[config.mk]
export PLATFORM = sky130hd
export DESIGN_NAME = debug_packet_deframer_core
export DESIGN_NICKNAME = d
export VERILOG_FILES = /design/src/rtl/dpd_pkg.sv /design/src/rtl/dpd_step.sv /design/src/rtl/debug_packet_deframer_core.sv
export SDC_FILE = /design/constraint.sdc
export NUM_CORES = 1
export LEC_CHECK = 0
export ABC_AREA = 1
export BUFFER_PORTS_ARGS = -buffer_cell sky130_fd_sc_hd__buf_2
export CAP_MARGIN = 20
export CORE_MARGIN = 2
export CORE_UTILIZATION = 30
export CTS_CLUSTER_SIZE = 10
export DETAILED_ROUTE_END_ITERATION = 10
export GPL_TIMING_DRIVEN = 0
export PLACE_DENSITY_LB_ADDON = 0.3
export SETUP_SLACK_MARGIN = 0.5
export SLEW_MARGIN = 0
export SYNTH_ARGS = -nofsm -noshare
export SYNTH_HDL_FRONTEND = slang
export SYNTH_SLANG_ARGS = --single-unit
export TNS_END_PERCENT = 1
[constraint.sdc]
create_clock -name aclk -period 5.1 [get_ports aclk]
set_input_delay 0.255 -clock aclk [delete_from_list [all_inputs] [get_ports aclk]]
set_output_delay 0.255 -clock aclk [all_outputs]
set_load 0.005 [all_outputs]
[src/rtl/dpd_pkg.sv]
package dpd_pkg;

    localparam int BYTE_W  = 8;
    localparam int KIND_W  = 2;
    localparam int PHASE_W = 3;
    localparam int NIB_W   = 4;

    // deframer phases
    localparam logic [PHASE_W-1:0] PH_IDLE   = 3'd0;
    localparam logic [PHASE_W-1:0] PH_PACKET = 3'd1;
    localparam logic [PHASE_W-1:0] PH_ESCAPE = 3'd2;
    localparam logic [PHASE_W-1:0] PH_SUM_HI = 3'd3;
    localparam logic [PHASE_W-1:0] PH_SUM_LO = 3'd4;

    // result kinds
    localparam logic [KIND_W-1:0] KIND_PAYLOAD = 2'd0;
    localparam logic [KIND_W-1:0] KIND_GOOD    = 2'd1;
    localparam logic [KIND_W-1:0] KIND_BAD     = 2'd2;
    localparam logic [KIND_W-1:0] KIND_BREAK   = 2'd3;

    // framing characters
    localparam logic [BYTE_W-1:0] BYTE_START = 8'h24;
    localparam logic [BYTE_W-1:0] BYTE_END   = 8'h23;
    localparam logic [BYTE_W-1:0] BYTE_ESC   = 8'h7d;
    localparam logic [BYTE_W-1:0] BYTE_BREAK = 8'h03;
    localparam logic [BYTE_W-1:0] BYTE_ACK   = 8'h2b;
    localparam logic [BYTE_W-1:0] BYTE_NAK   = 8'h2d;
    localparam logic [BYTE_W-1:0] ESC_XOR    = 8'h20;

    typedef struct packed {
        logic [PHASE_W-1:0] phase;
        logic [BYTE_W-1:0]  running_sum;
        logic [NIB_W-1:0]   high_nibble;
    } dpd_state_t;

    typedef struct packed {
        logic              valid;
        logic [KIND_W-1:0] kind;
        logic [BYTE_W-1:0] data;
    } dpd_result_t;

    // non-hex characters decode as zero
    function automatic logic [NIB_W-1:0] hex_value(input logic [BYTE_W-1:0] c);
        logic [BYTE_W-1:0] d;
        begin
            d = '0;
            if (c >= 8'h30 && c <= 8'h39) begin
                d = c - 8'h30;
            end else if (c >= 8'h61 && c <= 8'h66) begin
                d = c - 8'h57;
            end else if (c >= 8'h41 && c <= 8'h46) begin
                d = c - 8'h37;
            end
            return d[NIB_W-1:0];
        end
    endfunction

endpackage

[src/rtl/dpd_step.sv]
module dpd_step
    import dpd_pkg::*;
(
    input  dpd_state_t        state_cur,
    input  logic [BYTE_W-1:0] rx_byte,
    output dpd_state_t        state_next,
    output dpd_result_t       result
);

    logic [BYTE_W-1:0] sum_plus;
    logic [BYTE_W-1:0] expect_sum;

    assign sum_plus   = state_cur.running_sum + rx_byte;
    assign expect_sum = {state_cur.high_nibble, hex_value(rx_byte)};

    always_comb begin
        state_next   = state_cur;
        result.valid = 1'b0;
        result.kind  = KIND_PAYLOAD;
        result.data  = rx_byte;
        unique case (state_cur.phase)
            PH_PACKET: begin
                if (rx_byte == BYTE_END) begin
                    state_next.phase = PH_SUM_HI;
                end else begin
                    state_next.running_sum = sum_plus;
                    if (rx_byte == BYTE_ESC) begin
                        state_next.phase = PH_ESCAPE;
                    end else begin
                        result.valid = 1'b1;
                    end
                end
            end
            PH_ESCAPE: begin
                state_next.running_sum = sum_plus;
                state_next.phase       = PH_PACKET;
                result.valid           = 1'b1;
                result.data            = rx_byte ^ ESC_XOR;
            end
            PH_SUM_HI: begin
                state_next.high_nibble = hex_value(rx_byte);
                state_next.phase       = PH_SUM_LO;
            end
            PH_SUM_LO: begin
                state_next.phase = PH_IDLE;
                result.valid     = 1'b1;
                if (expect_sum == state_cur.running_sum) begin
                    result.kind = KIND_GOOD;
                    result.data = BYTE_ACK;
                end else begin
                    result.kind = KIND_BAD;
                    result.data = BYTE_NAK;
                end
            end
            default: begin
                // idle, and unused codes fall back to idle
                state_next.phase = PH_IDLE;
                if (rx_byte == BYTE_START) begin
                    state_next.running_sum = '0;
                    state_next.phase       = PH_PACKET;
                end else if (rx_byte == BYTE_BREAK) begin
                    result.valid = 1'b1;
                    result.kind  = KIND_BREAK;
                    result.data  = BYTE_BREAK;
                end
            end
        endcase
    end

endmodule

[src/rtl/debug_packet_deframer_core.sv]
// debug packet deframer: splits a received byte stream of $payload#hh packets
// input channel s_*: one raw received byte per word in s_tdata
// result channel m_*: m_tuser holds the kind (payload, packet good,
//   packet bad, break seen), m_tdata the unescaped payload byte or the
//   ack character '+' / '-' (0x03 for a break)
// bytes outside a packet other than '$' and the break byte give no word
// path: a byte lands in the input register, and its result is then loaded into
//   the result register, which drives m_tvalid
// throughput: one byte per cycle while the receiver takes results, set by the
//   state update between the input register and the result register
// when the receiver stalls, the result register holds its word and the
//   input register still takes one more byte; after that s_tready drops
//   until the result word is taken; bytes that give no result still wait
//   behind a held result word
// reset (aresetn low, synchronous): both registers empty, phase idle,
//   running sum and checksum nibble cleared
module debug_packet_deframer_core
    import dpd_pkg::*;
(
    input  logic              aclk,
    input  logic              aresetn,
    input  logic              s_tvalid,
    output logic              s_tready,
    input  logic [BYTE_W-1:0] s_tdata,   // [7:0] rx_byte
    output logic              m_tvalid,
    input  logic              m_tready,
    output logic [BYTE_W-1:0] m_tdata,   // [7:0] out_byte
    output logic [KIND_W-1:0] m_tuser    // [1:0] out_kind
);

    logic              in_valid_reg;
    logic [BYTE_W-1:0] in_byte_reg;
    dpd_state_t        state_reg;
    dpd_state_t        state_next;
    dpd_result_t       result;
    logic              out_valid_reg;
    logic [KIND_W-1:0] out_kind_reg;
    logic [BYTE_W-1:0] out_byte_reg;
    logic              advance;

    dpd_step u_step (
        .state_cur  (state_reg),
        .rx_byte    (in_byte_reg),
        .state_next (state_next),
        .result     (result)
    );

    // the held word moves on when the result register is free or being drained
    assign advance  = in_valid_reg && (!out_valid_reg || m_tready);
    assign s_tready = !in_valid_reg || advance;

    always_ff @(posedge aclk) begin
        if (!aresetn) begin
            in_valid_reg <= 1'b0;
            state_reg    <= '{phase: PH_IDLE, running_sum: '0, high_nibble: '0};
        end else begin
            if (s_tready) begin
                in_valid_reg <= s_tvalid;
            end
            if (advance) begin
                state_reg <= state_next;
            end
        end
    end

    always_ff @(posedge aclk) begin
        if (s_tready && s_tvalid) begin
            in_byte_reg <= s_tdata;
        end
    end

    always_ff @(posedge aclk) begin
        if (!aresetn) begin
            out_valid_reg <= 1'b0;
        end else if (advance) begin
            out_valid_reg <= result.valid;
        end else if (m_tready) begin
            out_valid_reg <= 1'b0;
        end
    end

    always_ff @(posedge aclk) begin
        if (advance && result.valid) begin
            out_kind_reg <= result.kind;
            out_byte_reg <= result.data;
        end
    end

    assign m_tvalid = out_valid_reg;
    assign m_tdata  = out_byte_reg;
    assign m_tuser  = out_kind_reg;

endmodule
==> metrics.csv <==
stage,metric,value,unit
die,die width,86.15,um
placed_design,pre-CTS setup slack,2883,ps
grt,GRT Residual Overflow,0,
sta,Final Cycle Share,0.4384,
die,# rows,29,
final_layout,share of cells above drive strength 1,0.1409,
cts,Inserted Clock Buffers,5,
sta,Hold Worst Slack,135.5,ps
critical_path,Critical Path Max Stage Delay,570,ps
final_layout,Final Non-Filler Cells,368,
routing,final wirelength,4328,um
cts,postcts setup bufs,0,
cts,clock slew at reported path FFs,70,ps
placed_design,gpl congestion,0.8555,
sta,Final min period,2236,ps
power,Peak supply drop,0.1078,mV
routing,"antenna viol nets, final",0,
routing,DRT iter0 DRCs,52,
cts,hold-fix buffers at CTS,0,
run_status,status,"complete, no violations",
min_path,HP Start,s_tdata[5],
sta,final worst slack,2864,ps
final_layout,Area Overhead vs Synth,14.40,%
critical_path,Crit-path slowest cell,edfxtp_1,
cts,Clock Root Buffer,clkbuf_8,
sta,Max Slew Vio Count,0,
final_layout,fillers,693,
die,area of the core,6422,um2
grt,Tot GR Track Use,0.1276,
sta,Worst-Margin Slew,487.1,ps
logic_synthesis,post-synth top area share,0.2670,
power,power per cell area,251.6,nW/um2
critical_path,startpoint class of the critical path,flop,
sta,RSZ-0062 raised after global routing,false,
logic_synthesis,synth top area cells,"edfxtp_1, dfxtp_1, nand2_1",
routing,Vias,1741,
critical_path,CP Cell Sequence,ha_1 > nand3_1 > nor4_1 > nand2_1 > nand3b_1 > nand2_1 > inv_1,
critical_path,Reg-to-Reg Start,in_byte_reg[1],
logic_synthesis,top-count cell post-synth,nand2_1,
sta,Max-slew headroom,0.6753,
placed_design,hpwl dp,3464,um
final_layout,Sequential Area,880.8,um2
job,Max Cap Viol,0,
sta,Highest Clock Rate,447.3,MHz
logic_synthesis,register bit total from synthesis,35,
sta,final setup vio count,0,
die,initial core utilization,0.3152,
final_layout,final core utilization,0.3606,
cts,number of cells upsized or downsized after cts,0,
grt,global-route wire length before repair,7348,um
logic_synthesis,Mapped Cells,260,
logic_synthesis,Cell variety after synth,27,
sta,Layout Skew,2.243,ps
final_layout,ANT cells,0,
die,Die Ht,86.15,um
grt,largest net degree at the start of global routing,11,
routing,DRT Pass-1 Iters,4,
power,total power,0.5826,mW
routing,vias per inst,4.731,
cts,CTS tree,built,
placed_design,dpl cells,360,
logic_synthesis,"Seq/Total Area, Yosys",0.4351,
cts,clk_lat worst skew,290,ps
die,Die ar.,7421,um2
grt,vias in the first global route,1593,
critical_path,worst endpoint required time,5060,ps
cts,Max clock buf depth,2,
logic_synthesis,synthesized area,2024,um2
final_layout,fin area,2316,um2
cts,# H-tree levels,2,
logic_synthesis,Post-synth EDFFs,18,
logic_synthesis,"area leader, netlist",edfxtp_1,
critical_path,arrival time worst endpoint,2190,ps
final_layout,area occupied by multi-input gates,1008,um2
routing,mean routed wirelength per cell,11.76,um
critical_path,largest fanout on the critical path,10,
sta,Setup Total Neg Slack,0,ps
critical_path,CP Class,flop to flop,
grt,initial antenna violation count,0,
logic_synthesis,syn_nets,283,
power,Pleak,1.095,nW
logic_synthesis,asr flop ratio synth,0,
cts,clk sinks,35,
final_layout,max reg flops,15,
logic_synthesis,Syn Area/Cell,7.786,um2
placed_design,port bufs,23,
critical_path,Worst path most repeated cell,nand2_1,
min_path,HP Class,primary input to flop,
routing,DR DRC count,0,
die,IO Count,24,
sta,Hold Fails Final Rpt,0,
critical_path,CP Capture Type,flop,
final_layout,Nets,313,
logic_synthesis,Synthesis Warnings,0,
logic_synthesis,most common flop cell mapped by yosys,edfxtp_1,
placed_design,area post-placement,2236,um2
logic_synthesis,Synth top cells by count,"nand2_1, inv_1, nand3_1, nor2_1, edfxtp_1",
critical_path,source of the critical timing path,in_byte_reg[1],
==> power by group <==
group	internal, mW	total (mW)	switching, mW	leakage, nW
registers	0.307	0.319	0.0114	0.307
clock network	0.0930	0.189	0.0964	0.0403
logic	0.0285	0.0745	0.0460	0.748
total	0.429	0.583	0.154	1.10
==> worst paths after layout <==
| kind | end | slack, ps | cells past startpoint |
|---|---|---|---|
| setup / recovery | m_tdata[6] | 2860 | 7 |
| hold / removal | in_byte_reg[5] | 140 | 1 |
| setup reg to reg | m_tdata[6] | 2860 | 7 |
| hold reg to reg | state_reg[14] | 500 | 2 |
==> cell usage in the layout, fill, tap and decap left out, types with 8 or more instances in the layout <==
master    synthesis  routed
dfxtp_1          17      17
a21oi_1          14      14
ha_1             10      10
buf_2             0      23
o21ai_0           8       8
edfxtp_1         18      18
nand3_1          27      27
nor2_1           25      25
nand2_1          69      69
inv_1            33      33
==> final cells by class <==
type / count / area share
Buffer: 1 / 0.001621
Clock buffer: 6 / 0.03133
Clock inverter: 2 / 0.003241
Inverter: 35 / 0.05673
Multi-Input combinational cell: 189 / 0.4354
Sequential cell: 35 / 0.3803
Tap cell: 77 / 0.04160
Timing Repair Buffer: 23 / 0.04970
==> cells by family (layout without fill, tap and decap cells) <==
| family | Yosys count | after routing | synth area share |
|---|---|---|---|
| AOI/OAI and AO/OA | 26 | 26 | 0.06799 |
| DFF | 35 | 35 | 0.4351 |
| adders and majority gates | 11 | 11 | 0.07169 |
| buffers and inverters | 36 | 67 | 0.06675 |
| and+or+nand+nor | 145 | 145 | 0.3282 |
| xor gates and xnor gates | 7 | 7 | 0.03028 |
==> critical path: cells and delay by family (launching register included) <==
kind                     cells  cell delay, ps
AND/OR/NAND/NOR              5             750
flip-flops                   1             570
buffers and inverters        1             300
adder cells (fa/ha/maj)      1             260
==> routing by layer <==
| metal | part of all wire | global-route usage | up-vias |
|---|---|---|---|
| met5 | 0 | 0 | - |
| met4 | 0.020 | 0.05483 | 0 |
| met3 | 0.052 | 0.02984 | 10 |
| met2 | 0.48 | 0.2135 | 33 |
| met1 | 0.45 | 0.1564 | 783 |
| li1 | - | - | 915 |
Power figures use the tool's default switching activity.
